## config.mk

```make
export PLATFORM = sky130hd
export DESIGN_NAME = multi_alarm_time_comparator_top
export DESIGN_NICKNAME = d
export VERILOG_FILES = /design/src/rtl/matc_pkg.sv /design/src/rtl/matc_ctrl.sv /design/src/rtl/matc_dp.sv /design/src/rtl/multi_alarm_time_comparator_top.sv
export SDC_FILE = /design/constraint.sdc
export NUM_CORES = 1
export LEC_CHECK = 0
export BUFFER_PORTS_ARGS = -buffer_cell sky130_fd_sc_hd__buf_2
export CAP_MARGIN = 20
export CELL_PAD_IN_SITES_DETAIL_PLACEMENT = 1
export CELL_PAD_IN_SITES_GLOBAL_PLACEMENT = 1
export CORE_MARGIN = 5
export CORE_UTILIZATION = 47
export CTS_CLUSTER_SIZE = 16
export DETAILED_ROUTE_END_ITERATION = 8
export GPL_TIMING_DRIVEN = 0
export HOLD_SLACK_MARGIN = 0.05
export PLACE_DENSITY = 0.84
export SETUP_SLACK_MARGIN = 0.02
export SYNTH_ARGS = -nofsm -noshare
export SYNTH_HDL_FRONTEND = slang
export SYNTH_SLANG_ARGS = --single-unit
export TNS_END_PERCENT = 100
```

## constraint.sdc

```tcl
create_clock -name aclk -period 6.1 [get_ports aclk]
set_input_delay 0 -clock aclk [delete_from_list [all_inputs] [get_ports aclk]]
set_output_delay 0 -clock aclk [all_outputs]
set_load 0.01 [all_outputs]
```

## src/rtl/matc_pkg.sv

```systemverilog
// Shared types and constants for the multi-alarm time comparator.
// Used by the controller, the datapath and the top level; no dependencies.
`default_nettype none

package matc_pkg;

    localparam int NUM_ALARMS = 5;
    localparam int IDX_W      = (NUM_ALARMS > 1) ? $clog2(NUM_ALARMS) : 1;
    localparam int SLOT_W     = 3;
    localparam int FIELD_W    = 8;
    localparam int NUM_FIELDS = 6;
    localparam int TIME_W     = FIELD_W * NUM_FIELDS;
    localparam int MASK_W     = NUM_FIELDS;
    localparam logic [MASK_W-1:0] MASK_RESET = '1;

    localparam int S_TDATA_W = ((SLOT_W + TIME_W + 7) / 8) * 8;
    localparam int M_TDATA_W = ((SLOT_W + 7) / 8) * 8;
    localparam int KIND_W    = 2;

    localparam logic OP_SET   = 1'b0;
    localparam logic OP_CHECK = 1'b1;

    typedef enum logic [1:0] {
        ST_NEVER = 2'd0,
        ST_ARMED = 2'd1,
        ST_FIRED = 2'd2
    } slot_status_t;

    typedef enum logic [KIND_W-1:0] {
        EV_ACCEPT = 2'd0,
        EV_ARMED  = 2'd1,
        EV_BADIDX = 2'd2,
        EV_HIT    = 2'd3
    } event_t;

    typedef enum logic [1:0] {
        S_IDLE,
        S_SET,
        S_SCAN,
        S_EMIT
    } ctrl_state_t;

    typedef struct packed {
        logic load_item;
        logic do_set;
        logic scan_step;
        logic emit_step;
    } ctrl_cmd_t;

    typedef struct packed {
        logic scan_last;
        logic hits_any;
        logic out_free;
        logic emit_last;
    } dp_status_t;

endpackage

`default_nettype wire

```

## src/rtl/matc_ctrl.sv

```systemverilog
// Controller state machine of the alarm comparator: sequences set, scan and emit.
// Depends on matc_pkg; drives the datapath through ctrl_cmd_t.
`default_nettype none

module matc_ctrl (
    input  wire                  aclk,
    input  wire                  aresetn,
    input  wire                  s_tvalid,
    input  wire                  s_tuser,
    output logic                 s_tready,
    input  matc_pkg::dp_status_t status,
    output matc_pkg::ctrl_cmd_t  cmd
);
    import matc_pkg::*;

    ctrl_state_t state_reg;
    ctrl_state_t state_next;

    always_ff @(posedge aclk) begin
        if (!aresetn) begin
            state_reg <= S_IDLE;
        end else begin
            state_reg <= state_next;
        end
    end

    always_comb begin
        state_next = state_reg;
        cmd        = '0;
        s_tready   = 1'b0;
        case (state_reg)
            S_IDLE: begin
                s_tready = 1'b1;
                if (s_tvalid) begin
                    cmd.load_item = 1'b1;
                    state_next    = (s_tuser == OP_CHECK) ? S_SCAN : S_SET;
                end
            end
            S_SET: begin
                if (status.out_free) begin
                    cmd.do_set = 1'b1;
                    state_next = S_IDLE;
                end
            end
            S_SCAN: begin
                cmd.scan_step = 1'b1;
                if (status.scan_last) begin
                    state_next = S_EMIT;
                end
            end
            S_EMIT: begin
                if (!status.hits_any) begin
                    state_next = S_IDLE;
                end else if (status.out_free) begin
                    cmd.emit_step = 1'b1;
                    if (status.emit_last) begin
                        state_next = S_IDLE;
                    end
                end
            end
            default: begin
                state_next = S_IDLE;
            end
        endcase
    end

endmodule

`default_nettype wire

```

## src/rtl/matc_dp.sv

```systemverilog
// Datapath of the alarm comparator: slot store, match logic, hit list and output register.
// Depends on matc_pkg; commanded by matc_ctrl.
`default_nettype none

module matc_dp (
    input  wire                                aclk,
    input  wire                                aresetn,
    input  wire                                cfg_wr_en,
    input  wire  [matc_pkg::MASK_W-1:0]        cfg_wr_data,
    input  wire  [matc_pkg::S_TDATA_W-1:0]     s_tdata,
    input  matc_pkg::ctrl_cmd_t                cmd,
    output matc_pkg::dp_status_t               status,
    output logic                               m_tvalid,
    input  wire                                m_tready,
    output logic [matc_pkg::M_TDATA_W-1:0]     m_tdata,
    output logic [matc_pkg::KIND_W-1:0]        m_tuser,
    output logic                               m_tlast
);
    import matc_pkg::*;

    logic [MASK_W-1:0]      match_mask_reg;
    logic [SLOT_W-1:0]      idx_reg;
    logic [TIME_W-1:0]      time_reg;
    logic [TIME_W-1:0]      times_reg [NUM_ALARMS];
    slot_status_t           status_reg [NUM_ALARMS];
    logic [IDX_W-1:0]       cnt_reg;
    logic [NUM_ALARMS-1:0]  hit_reg;
    logic [NUM_ALARMS-1:0]  hit_next;

    logic                   m_valid_reg;
    event_t                 m_kind_reg;
    logic [SLOT_W-1:0]      m_slot_reg;
    logic                   m_last_reg;

    logic                   idx_ok;
    logic [IDX_W-1:0]       set_sel;
    event_t                 set_kind;
    logic [TIME_W-1:0]      cur_time;
    logic [MASK_W-1:0]      flags;
    logic                   slot_hit;
    logic [IDX_W-1:0]       first_hit;
    logic                   out_free;

    assign idx_ok  = (int'(idx_reg) < NUM_ALARMS);
    assign set_sel = idx_reg[IDX_W-1:0];

    always_comb begin
        if (!idx_ok) begin
            set_kind = EV_BADIDX;
        end else if (status_reg[set_sel] == ST_ARMED) begin
            set_kind = EV_ARMED;
        end else begin
            set_kind = EV_ACCEPT;
        end
    end

    // seconds match once the alarm second has been reached; other fields on equality
    assign cur_time = times_reg[cnt_reg];
    always_comb begin
        flags[0] = (cur_time[FIELD_W-1:0] <= time_reg[FIELD_W-1:0]);
        for (int f = 1; f < NUM_FIELDS; f++) begin
            flags[f] = (cur_time[f*FIELD_W +: FIELD_W] == time_reg[f*FIELD_W +: FIELD_W]);
        end
    end
    assign slot_hit = (status_reg[cnt_reg] == ST_ARMED)
                   && ((flags & match_mask_reg) == match_mask_reg);

    always_comb begin
        first_hit = '0;
        for (int i = NUM_ALARMS - 1; i >= 0; i--) begin
            if (hit_reg[i]) begin
                first_hit = IDX_W'(i);
            end
        end
    end

    always_comb begin
        hit_next = hit_reg;
        if (cmd.load_item) begin
            hit_next = '0;
        end else if (cmd.scan_step && slot_hit) begin
            hit_next[cnt_reg] = 1'b1;
        end else if (cmd.emit_step) begin
            hit_next[first_hit] = 1'b0;
        end
    end

    assign out_free = !m_valid_reg || m_tready;

    assign status.scan_last = (cnt_reg == IDX_W'(NUM_ALARMS - 1));
    assign status.hits_any  = |hit_reg;
    assign status.out_free  = out_free;
    assign status.emit_last = ((hit_reg & (hit_reg - 1'b1)) == '0);

    // control state
    always_ff @(posedge aclk) begin
        if (!aresetn) begin
            match_mask_reg <= MASK_RESET;
            cnt_reg        <= '0;
            hit_reg        <= '0;
            m_valid_reg    <= 1'b0;
            for (int i = 0; i < NUM_ALARMS; i++) begin
                status_reg[i] <= ST_NEVER;
            end
        end else begin
            if (cfg_wr_en) begin
                match_mask_reg <= cfg_wr_data;
            end
            hit_reg <= hit_next;
            if (cmd.load_item) begin
                cnt_reg <= '0;
            end else if (cmd.scan_step) begin
                cnt_reg <= cnt_reg + 1'b1;
            end
            if (cmd.do_set && set_kind == EV_ACCEPT) begin
                status_reg[set_sel] <= ST_ARMED;
            end else if (cmd.scan_step && slot_hit) begin
                status_reg[cnt_reg] <= ST_FIRED;
            end
            if (cmd.do_set || cmd.emit_step) begin
                m_valid_reg <= 1'b1;
            end else if (m_tready) begin
                m_valid_reg <= 1'b0;
            end
        end
    end

    // payload
    always_ff @(posedge aclk) begin
        if (cmd.load_item) begin
            idx_reg  <= s_tdata[SLOT_W-1:0];
            time_reg <= s_tdata[SLOT_W +: TIME_W];
        end
        if (cmd.do_set && set_kind == EV_ACCEPT) begin
            times_reg[set_sel] <= time_reg;
        end else if (cmd.scan_step && slot_hit) begin
            times_reg[cnt_reg] <= '0;
        end
        if (cmd.do_set) begin
            m_kind_reg <= set_kind;
            m_slot_reg <= idx_reg;
            m_last_reg <= 1'b1;
        end else if (cmd.emit_step) begin
            m_kind_reg <= EV_HIT;
            m_slot_reg <= SLOT_W'(first_hit);
            m_last_reg <= status.emit_last;
        end
    end

    assign m_tvalid = m_valid_reg;
    assign m_tdata  = M_TDATA_W'(m_slot_reg);
    assign m_tuser  = m_kind_reg;
    assign m_tlast  = m_last_reg;

endmodule

`default_nettype wire

```

## src/rtl/multi_alarm_time_comparator_top.sv

```systemverilog
// Top level of the multi-alarm time comparator.
// Depends on matc_pkg, matc_ctrl and matc_dp.
`default_nettype none

// Holds NUM_ALARMS alarm slots (six time bytes and a never set / armed / fired
// status each). A set item is loaded into the item registers and yields its single
// status result once the output register is free. A time check walks the slots one
// per cycle through a single compare unit, then hands out one hit per cycle from the
// hit list while the result side does not stall. A check that hits nothing gives no
// result. Items are taken one at a time; match_mask is written through cfg_wr_en /
// cfg_wr_data and resets to all ones. The user must write it only while the block
// is idle; the block itself does not enforce this.
module multi_alarm_time_comparator_top (
    input  wire                                aclk,
    input  wire                                aresetn,
    input  wire                                cfg_wr_en,
    input  wire  [matc_pkg::MASK_W-1:0]        cfg_wr_data,   // match_mask
    input  wire                                s_tvalid,
    output logic                               s_tready,
    // slot_index[2:0], second_val, minute_val, hour_val, day_val, month_val,
    // year_val (8 bits each, from bit 3 up), zero pad
    input  wire  [matc_pkg::S_TDATA_W-1:0]     s_tdata,
    input  wire                                s_tuser,       // opcode
    output logic                               m_tvalid,
    input  wire                                m_tready,
    output logic [matc_pkg::M_TDATA_W-1:0]     m_tdata,       // slot_number[2:0], zero pad
    output logic [matc_pkg::KIND_W-1:0]        m_tuser,       // event_kind
    output logic                               m_tlast        // last_of_run
);
    import matc_pkg::*;

    ctrl_cmd_t  cmd;
    dp_status_t status;

    matc_ctrl u_ctrl (
        .aclk     (aclk),
        .aresetn  (aresetn),
        .s_tvalid (s_tvalid),
        .s_tuser  (s_tuser),
        .s_tready (s_tready),
        .status   (status),
        .cmd      (cmd)
    );

    matc_dp u_dp (
        .aclk        (aclk),
        .aresetn     (aresetn),
        .cfg_wr_en   (cfg_wr_en),
        .cfg_wr_data (cfg_wr_data),
        .s_tdata     (s_tdata),
        .cmd         (cmd),
        .status      (status),
        .m_tvalid    (m_tvalid),
        .m_tready    (m_tready),
        .m_tdata     (m_tdata),
        .m_tuser     (m_tuser),
        .m_tlast     (m_tlast)
    );

endmodule

`default_nettype wire

```

==> out/qor.csv <==
stage,metric,value,unit
timing,Final Worst Setup Slack,0.3307,ns
setup_path,Top Family by Delay on Critical Path,compound AO/OA/AOI/OAI gates,
timing,Hold Slack,0.1341,ns
setup_path,CP cell instances,clkbuf_1 > buf_4 > buf_4 > mux4_2 > mux2_2 > ha_1 > nor2b_1 > o21a_1 > o21ai_0 > a21oi_1 > a211oi_1 > o2111ai_2 > or4b_1 > o21ai_4 > buf_12 > buf_16,
layout,Layout Area Growth over Synthesis,20.10,%
placement,placed cell count,1332,
timing,final setup fails,0,
worst_hold_path,Hold Path Depth,3,
layout,fin area,16920,um^2
layout,area of the multi-input gates,4033,um^2
logic_synthesis,Yosys cell types,58,
layout,fill count,2781,
setup_path,maximum fanout along the worst path,23,
outcome,status,"complete, no violations",
timing,Max Freq,173.3,MHz
global_routing,vias in the first global route,8993,
floorplanning,io pins,81,
global_routing,largest net degree at the start of global routing,58,
power,Static Leak,5.829,nW
setup_path,CP required,6.32,ns
setup_path,Critical Path End Type,register,
floorplanning,die area,33540,um^2
placement,Final Wtd Congestion,0.7649,
timing,fin crit period,5.769,ns
placement,DP HPWL,20830,um
clock_tree,CTS H-tree depth,2,
timing,RSZ-0062 raised after global routing,false,
clock_tree,Root Buffer Master,clkbuf_16,
clock_tree,Clock Sinks,336,
logic_synthesis,sequential fraction of the synthesis area,0.6990,
layout,Final Util,0.5710,
clock_tree,worst-skew pair later-pin latency,0.53,ns
layout,fin cells,1461,
setup_path,Critical Path AT,5.99,ns
timing,TNS Setup,0,ns
setup_path,CP Launch Type,register,
logic_synthesis,synthesized area,14090,um^2
layout,layout cells sized above 1,0.1774,
setup_path,reg2reg setup slack,0.33,ns
logic_synthesis,post-synthesis cell count,867,
clock_tree,clk slew on worst S/H paths,0.06,ns
timing,Slew Limit Fails,0,
floorplanning,core region area,29640,um^2
global_routing,initial antenna violation count,0,
placement,Port Buffer Count,69,
clock_tree,cts bufs inserted,36,
global_routing,first-pass GRT wire length,53270,um
setup_path,critical path class,register to register,
drt,DR iter-0 viols,492,
drt,drt drc,0,
drt,drt pass-1 iters,5,
logic_synthesis,Most used DFF post-synth,edfxtp_1,
timing,Clock Skews,0.02481,ns
power,VDD IR max,0.0002436,V
power,pwr dens,308.8,nW/um^2
placement,Placed Area,15030,um^2
floorplanning,initial core utilization,0.4754,
timing,slew at the pin closest to its max-slew limit,0.8930,ns
drt,Vias,8132,
worst_hold_path,worst hold start,cfg_wr_en,
worst_hold_path,Hold Path End,u_dp.match_mask_reg[1]$_SDFFE_PN1P_,
job,max-capacitance violation count,0,
logic_synthesis,#FFs+latches synth,336,
drt,Avg WL per Cell,23.85,um
global_routing,GR Layer Usage met1,0.2630,
global_routing,grt peak-use layer,met2,
clock_tree,CTS tree,done,
setup_path,RR Endpoint,u_dp.times_reg[2][20]$_DFFE_PP_,
layout,fin nets,1122,
global_routing,M3 GR Usage,0.03411,
setup_path,max incr delay on CP,0.71,ns
setup_path,CP most frequent cell,buf_4,
logic_synthesis,Mapped Avg Cell Area,16.25,um^2
layout,Diodes inserted,0,
power,Overall Power,5.226,mW
logic_synthesis,number of synthesized flops with an enable pin,312,
floorplanning,die width,183.2,um
drt,WL final,34850,um
logic_synthesis,Async SR Flop Fraction,0,
logic_synthesis,synth warn,0,
global_routing,GRT Residual Overflow,0,
worst_hold_path,Hold WC Path Type,input port to register,
timing,Final period util,0.9458,
floorplanning,Row Count,63,
global_routing,GR Util All Layers,0.2091,
layout,max FFs per register,240,
drt,Vias/cell,5.566,
clock_tree,Clock Path Buffers,3,
setup_path,count of buffer and inverter cells on the critical path,5,
setup_path,Worst path slowest cell,or4b_1,
timing,Rel. slew slack,0.4047,
global_routing,GR Util met2,0.3739,
drt,post-route ant nets,0,
placement,pre-CTS worst setup slack,-0.04317,ns
timing,Final Hold Fails,0,
floorplanning,DIE HEIGHT,183.2,um
layout,register area,9849,um^2
setup_path,worst-case reg-to-reg path depth,16,
[how the worst max path moves through the flow]
| stage | from | endpoint | depth (start not counted) |
|---|---|---|---|
| final | register | u_dp.times_reg[2][20]$_DFFE_PP_ | 16 |
| after detailed placement | register | u_dp.times_reg[4][42]$_DFFE_PP_ | 15 |
| after global placement | u_ctrl.state_reg[0]$_SDFFE_PN0P_ | u_dp.times_reg[2][42]$_DFFE_PP_ | 6 |
| after floorplan | register | u_dp.times_reg[2][0]$_DFFE_PP_ | 15 |
| after global routing | register | u_dp.times_reg[2][20]$_DFFE_PP_ | 16 |
| after CTS | register | u_dp.times_reg[2][20]$_DFFE_PP_ | 17 |
[cells in the mapped netlist, types with 10 or more instances]
library cell | n | area share
a21oi_1 | 10 | 0.0036
a22o_1 | 12 | 0.0075
a22oi_1 | 24 | 0.013
clkbuf_1 | 21 | 0.0056
dfxtp_1 | 24 | 0.034
edfxtp_1 | 312 | 0.66
ha_1 | 10 | 0.0089
inv_1 | 17 | 0.0045
mux2_2 | 11 | 0.0088
mux2i_1 | 75 | 0.053
mux4_2 | 26 | 0.042
nand2_1 | 49 | 0.013
nor2_1 | 30 | 0.0080
nor2b_1 | 51 | 0.023
o21ai_0 | 11 | 0.0039
xnor2_1 | 27 | 0.017
xor2_1 | 64 | 0.040
[layer usage]
| metal | part of all wire | vias to the layer above |
|---|---|---|
| met5 | 0 | - |
| met4 | 0.027 | 0 |
| met3 | 0.048 | 68 |
| met2 | 0.52 | 241 |
| met1 | 0.40 | 4189 |
| li1 | - | 3634 |
[power breakdown]
part | internal [mW] | total (mW) | switching [mW]
clock network | 1.39 | 2.27 | 0.886
registers | 2.59 | 2.63 | 0.0444
logic | 0.147 | 0.323 | 0.176
total | 4.12 | 5.23 | 1.11
[cells by family (layout without fill, tap and decap cells)]
| kind of cell | Yosys count | in the layout | synth area share |
|---|---|---|---|
| xor+xnor | 91 | 91 | 0.05656 |
| simple gates | 170 | 170 | 0.06287 |
| buf+inv | 57 | 256 | 0.01980 |
| mux | 112 | 112 | 0.1036 |
| flops | 336 | 336 | 0.6990 |
| compound gates | 90 | 91 | 0.04902 |
| other cells | 1 | 5 | 0.0002661 |
| fa+ha+maj | 10 | 10 | 0.008879 |
[worst register-to-register path, stage by stage (launching register included)]
cell	delay, ns
dfxtp_1	0.32
clkbuf_1	0.19
buf_4	0.31
buf_4	0.44
mux4_2	0.59
mux2_2	0.29
ha_1	0.32
nor2b_1	0.16
o21a_1	0.17
o21ai_0	0.23
a21oi_1	0.12
a211oi_1	0.43
o2111ai_2	0.37
or4b_1	0.72
o21ai_4	0.31
buf_12	0.31
buf_16	0.19
[cells in the final DEF (no fill, tap or decap), drive strengths merged, types with 10 or more instances in the layout]
cell type and instances:
a21oi 10, a22o 12, a22oi 24, buf 89, clkbuf 68, clkinv 12, dfxtp 24, dlygate4sd3 65
edfxtp 312, ha 10, inv 17, mux2 11, mux2i 75, mux4 26, nand2 49, nor2 30
nor2b 51, o21ai 12, xnor2 27, xor2 64
[cell type report]
| cell class | instances | share of cell area |
|---|---|---|
| tap | 390 | 0.02883 |
| timing repair buffer | 136 | 0.06166 |
| multi-input combinational | 479 | 0.2383 |
| clock inverter | 17 | 0.01279 |
| inverter | 17 | 0.003771 |
| sequential | 336 | 0.5820 |
| clock buffer | 48 | 0.06018 |
| buffer | 38 | 0.01249 |
[timing repair]
action / 4_1_cts / 5_1_grt
hold buffers: 65 / 0
endpoints found under the setup margin: 61 / 162
pin swaps: 1 / 0
gates cloned: 1 / 0
setup buffers: 0 / 0
hold endpoints to repair: 71 / 0
resized for setup: 2 / 0
Power figures use the tool's default switching activity.
